<file path="src/sv/gldp_pkg.sv">
// gldp_pkg: shared types and constants for the grid longest descent path block.
// Holds the controller state enum, command/status structs and field widths.
// No dependencies.
package gldp_pkg;

    localparam int HEIGHT_W     = 32;
    localparam int LEN_W        = 15;
    localparam int CFG_W        = 8;
    localparam int DIR_W        = 3;
    localparam int DEF_MAX_ROWS = 128;
    localparam int DEF_MAX_COLS = 128;

    localparam logic [LEN_W-1:0] LEN_MAX = {LEN_W{1'b1}};

    localparam logic [DIR_W-1:0] DIR_LEFT  = 3'd0;
    localparam logic [DIR_W-1:0] DIR_UP    = 3'd1;
    localparam logic [DIR_W-1:0] DIR_RIGHT = 3'd2;
    localparam logic [DIR_W-1:0] DIR_DOWN  = 3'd3;
    localparam logic [DIR_W-1:0] DIR_DONE  = 3'd4;

    localparam logic REG_ROWS = 1'b0;
    localparam logic REG_COLS = 1'b1;

    typedef enum logic [2:0] {
        ST_LOAD,
        ST_SCAN,
        ST_SCHK,
        ST_STEP,
        ST_NCHK,
        ST_POP,
        ST_DONE
    } t_state;

    typedef struct packed {
        logic load;
        logic scan_rd;
        logic root_push;
        logic scan_next;
        logic dir_inc;
        logic nb_rd;
        logic push;
        logic fold;
        logic pop;
        logic restore;
        logic root_done;
    } t_cmd;

    typedef struct packed {
        logic load_last;
        logic scan_done;
        logic memo_zero;
        logic dir_done;
        logic nb_valid;
        logic greater;
        logic depth_zero;
    } t_stat;

endpackage

</file>
<file path="src/sv/gldp_ctrl.sv">
// gldp_ctrl: walk controller for the grid longest descent path block.
// Sequences load, root scan, neighbor probes, push and pop. Depends on gldp_pkg.
module gldp_ctrl import gldp_pkg::*; (
    input  logic  i_clk,
    input  logic  i_rst_n,
    input  logic  i_start,
    input  t_stat i_stat,
    output t_cmd  o_cmd,
    output logic  o_busy,
    output logic  o_done
);

    t_state r_state;
    t_state n_state;

    always_ff @(posedge i_clk) begin
        if (!i_rst_n) begin
            r_state <= ST_LOAD;
        end else begin
            r_state <= n_state;
        end
    end

    always_comb begin
        n_state = r_state;
        o_cmd   = '0;
        o_busy  = 1'b1;
        o_done  = 1'b0;
        case (r_state)
            ST_LOAD: begin
                o_busy = 1'b0;
                if (i_start) begin
                    o_cmd.load = 1'b1;
                    if (i_stat.load_last) begin
                        n_state = ST_SCAN;
                    end
                end
            end
            ST_SCAN: begin
                if (i_stat.scan_done) begin
                    n_state = ST_DONE;
                end else begin
                    o_cmd.scan_rd = 1'b1;
                    n_state = ST_SCHK;
                end
            end
            ST_SCHK: begin
                if (i_stat.memo_zero) begin
                    o_cmd.root_push = 1'b1;
                    n_state = ST_STEP;
                end else begin
                    o_cmd.scan_next = 1'b1;
                    n_state = ST_SCAN;
                end
            end
            ST_STEP: begin
                if (i_stat.dir_done) begin
                    o_cmd.pop = 1'b1;
                    if (i_stat.depth_zero) begin
                        o_cmd.root_done = 1'b1;
                        n_state = ST_SCAN;
                    end else begin
                        n_state = ST_POP;
                    end
                end else if (i_stat.nb_valid) begin
                    o_cmd.nb_rd = 1'b1;
                    n_state = ST_NCHK;
                end else begin
                    o_cmd.dir_inc = 1'b1;
                end
            end
            ST_NCHK: begin
                if (i_stat.greater) begin
                    if (i_stat.memo_zero) begin
                        o_cmd.push = 1'b1;
                    end else begin
                        o_cmd.fold = 1'b1;
                    end
                end
                n_state = ST_STEP;
            end
            ST_POP: begin
                o_cmd.restore = 1'b1;
                n_state = ST_STEP;
            end
            ST_DONE: begin
                o_done  = 1'b1;
                n_state = ST_LOAD;
            end
            default: begin
                n_state = ST_LOAD;
            end
        endcase
    end

endmodule

</file>
<file path="config.mk">
export PLATFORM = sky130hd
export DESIGN_NAME = gldp_ctrl
export DESIGN_NICKNAME = d
export VERILOG_FILES = /design/src/sv/gldp_pkg.sv /design/src/sv/gldp_ctrl.sv
export SDC_FILE = /design/constraint.sdc
export NUM_CORES = 1
export LEC_CHECK = 0
export BUFFER_PORTS_ARGS = -buffer_cell sky130_fd_sc_hd__buf_2
export CORE_AREA = 2 2 39 41
export DETAILED_ROUTE_END_ITERATION = 16
export DIE_AREA = 0 0 41 43
export GPL_ROUTABILITY_DRIVEN = 0
export PLACE_DENSITY = 0.53
export RECOVER_POWER = 25
export SLEW_MARGIN = 20
export SYNTH_ARGS = -nofsm -noshare
export SYNTH_HDL_FRONTEND = slang
export SYNTH_SLANG_ARGS = --single-unit
</file>
<file path="constraint.sdc">
create_clock -name i_clk -period 3 [get_ports i_clk]
set_clock_uncertainty 0.2 [all_clocks]
set_input_delay 0.15 -clock i_clk [delete_from_list [all_inputs] [get_ports i_clk]]
set_output_delay 0.15 -clock i_clk [all_outputs]
set_load 0.02 [all_outputs]
</file>
==> impl_metrics.py <==
metrics = {
    "status": {
        "status": "finished, final reports clean",
    },
    "route": {
        "vias": 327,
        "drc": 0,
        "topRoutingLayerUsed": "met4",
        "drtPass1Iterations": 4,
        "drt-initial-drc-count": 8,
        "wl_met2_um": 283,
        "wl_met3_um": 91,
        "avgViaCountPerCell": 4.360,
        "wl_met1_um": 348,
        "wl_per_cell_um": 9.893,
        "final_antenna_net_count": 0,
        "routed_wl_um": 742,
    },
    "flow_run": {
        "max_cap_violations": 0,
    },
    "clocking": {
        "h-tree-depth": 1,
        "clock-sinks": 3,
        "cts_buffer_depth": 2,
        "cts_tree": "built",
        "cts_made_buffers": 3,
        "cts-root-buf": "clkbuf_4",
        "cts.clk_slew.worst_paths_ns": 0.04,
        "clk_latency_ns": 0.24,
        "post_cts_buffers": 0,
    },
    "power_and_ir_drop": {
        "p_per_area_nw_per_um2": 481.2,
        "power.leakage_uw": 0.0002316,
        "p_total_uw": 200.5,
        "vdd_drop_max_mv": 0.1552,
    },
    "synthesis": {
        "yosysWarnings": 0,
        "synth_top_cell_area_share_pct": 22.33,
        "synth-adder-area-share_pct": 0,
        "syn-cell-area_um2": 269.0,
        "synth_cells": 33,
        "ys_ff_latch": 3,
        "yosysSeqAreaShare_pct": 22.33,
        "synthTopCellsByArea": "dfxtp_1 (22%), nor4b_4 (8.8%), nor2_1 (8.4%)",
        "synth_top_family_by_area": "simple AND/OR/NAND/NOR gates",
        "synthMuxAreaShare_pct": 0,
        "synth_nets": 43,
        "synth_cell_types": 21,
        "synth.avg_cell_area_um2": 8.152,
        "synth_compound_area_share_pct": 15.81,
        "synth-xor-area-share_pct": 0,
        "synth_simple_gate_area_share_pct": 56.28,
        "synth_top_area_cell": "dfxtp_1",
    },
    "floorplanning": {
        "num_rows": 14,
        "ios": 23,
        "dieWidth_um": 41,
        "placeableCoreArea_um2": 1384,
        "initial_utilization_pct": 19.44,
        "die-area_um2": 1763,
        "die_h_um": 43,
    },
    "finish": {
        "final_cell_mix": "buf_2 (21), nor2_1 (6), and3_1 (3), clkbuf_4 (3), dfxtp_1 (3)",
        "multi_input_area_um2": 183.9,
        "nFillCells": 166,
        "layout_commonest_cell": "buf_2",
        "syn2layout_area_growth_pct": 54.88,
        "nNetsFinal": 70,
        "antennaDiodeCount": 0,
        "instances_no_fill": 75,
        "largest_register_ffs": 3,
        "ff_latch_area_um2": 60.06,
        "reg_top3": "r_state (3)",
        "fin_area_um2": 416.7,
        "drive_gt1_share_pct": 44.07,
        "top_register": "r_state",
    },
    "sta": {
        "tightest_slew_ns": 0.3617,
        "fin_ws_ns": 1.291,
        "slew_headroom_pct": 75.85,
        "slew_viol_final": 0,
        "fin_crit_sh_pct": 56.98,
        "finalCriticalPeriod_ns": 1.709,
        "finalSetupTns_ns": 0,
        "setup_violations": 0,
        "max_freq_mhz": 585.0,
        "rsz0062_at_grt": "false",
        "hold_violations": 0,
    },
    "placement": {
        "place_area_um2": 391.6,
        "io_buffers": 22,
        "dpl.hpwl_um": 555.7,
        "placed_cells": 70,
        "post-place-ws_ns": 1.549,
    },
    "critical_path": {
        "crit_end": "o_cmd[6]",
        "worstPathArrival_ns": 1.36,
        "crit_path_end_kind": "output port",
        "worstReg2RegEnd": "r_state[0]$_SDFFE_PN0P_",
        "cp_max_fo": 7,
        "crit_start": "r_state[2]$_SDFFE_PN0P_",
        "r2r_cells": 3,
        "crit_path_start_kind": "flop",
        "reg2reg_slack_ns": 1.51,
        "path_class": "flop to output port",
        "required_ns": 2.65,
        "timing.rr.start": "r_state[1]$_SDFFE_PN0P_",
    },
    "global_route": {
        "antenna_found_initial": 0,
        "grt_start_max_net_pins": 15,
        "first_global_vias": 269,
        "grt_overflow_total": 0,
        "grt_pass1_wl_um": 1145,
        "grt_usage_pct": 9.829,
    },
    "min_path": {
        "hold_class": "primary input to flop",
    },
}
how the worst min path moves through the flow:
stage               startpoint                       to  slack, ns  cells past startpoint
floorplan              i_rst_n  r_state[0]$_SDFFE_PN0P_       0.07                      1
global placement       i_rst_n  r_state[0]$_SDFFE_PN0P_       0.21                      2
detailed placement     i_rst_n  r_state[0]$_SDFFE_PN0P_       0.21                      2
CTS                  i_stat[2]  r_state[0]$_SDFFE_PN0P_       0.03                      3
global route         i_stat[2]  r_state[0]$_SDFFE_PN0P_       0.06                      3
finish               i_stat[2]  r_state[0]$_SDFFE_PN0P_       0.03                      3
cell families (layout without fill, tap and decap cells):
| logic type | after synthesis | after routing |
|---|---|---|
| AOI/OAI and AO/OA | 5 | 5 |
| and+or+nand+nor | 22 | 22 |
| buffers and inverters | 3 | 29 |
| DFF | 3 | 3 |
power breakdown:
| group | internal [uW] | total [uW] | switching (uW) |
|---|---|---|---|
| Clock | 50.1 | 75.7 | 25.6 |
| Sequential | 45.4 | 55.9 | 10.5 |
| Combinational | 29.1 | 68.9 | 39.8 |
metrics by stage:
stage | utilization [%] | hold slack (ns)
detailed placement | 28.30 | 0.2075
global route | 30.11 | 0.06293
floorplan | - | 0.06689
global placement | 28.30 | 0.2089
CTS | 30.92 | 0.03182
finish | 30.11 | 0.03488
cells in the mapped netlist:
cell / n
a21oi_1: 1
and2_1: 2
and3_1: 3
and3b_2: 1
and4b_1: 1
buf_4: 1
dfxtp_1: 3
inv_1: 2
nand2_1: 1
nand2b_1: 1
nand3_1: 1
nand4bb_1: 1
nor2_1: 6
nor2b_1: 1
nor3_1: 2
nor4b_4: 1
o211ai_1: 1
o211ai_2: 1
o2bb2ai_1: 1
o31a_1: 1
or3_4: 1
critical path, stage by stage (launching register included):
cell	delay [ns]
dfxtp_1	0.35
nand2b_1	0.22
nor4b_4	0.31
buf_2	0.23
metal layers:
layer / track usage (%) / vias to the layer above
li1: - / 172
met1: 12.18 / 133
met2: 13.13 / 20
met3: 3.141 / 2
met4: 8.000 / 0
met5: 0 / -
repair_timing:
action / 4_1_cts / 5_1_grt
gates resized for setup: 0 / 0
hold buffers: 1 / 0
hold endpoints to repair: 3 / 0
layout make-up:
| type | instances | share of cell area, % |
|---|---|---|
| Timing Repair Buffer | 23 | 28.53 |
| Clock buffer | 4 | 6.306 |
| Sequential cell | 3 | 14.41 |
| Inverter | 2 | 1.802 |
| Tap cell | 16 | 4.805 |
| Multi-Input combinational cell | 27 | 44.14 |
Power figures use the tool's default switching activity.
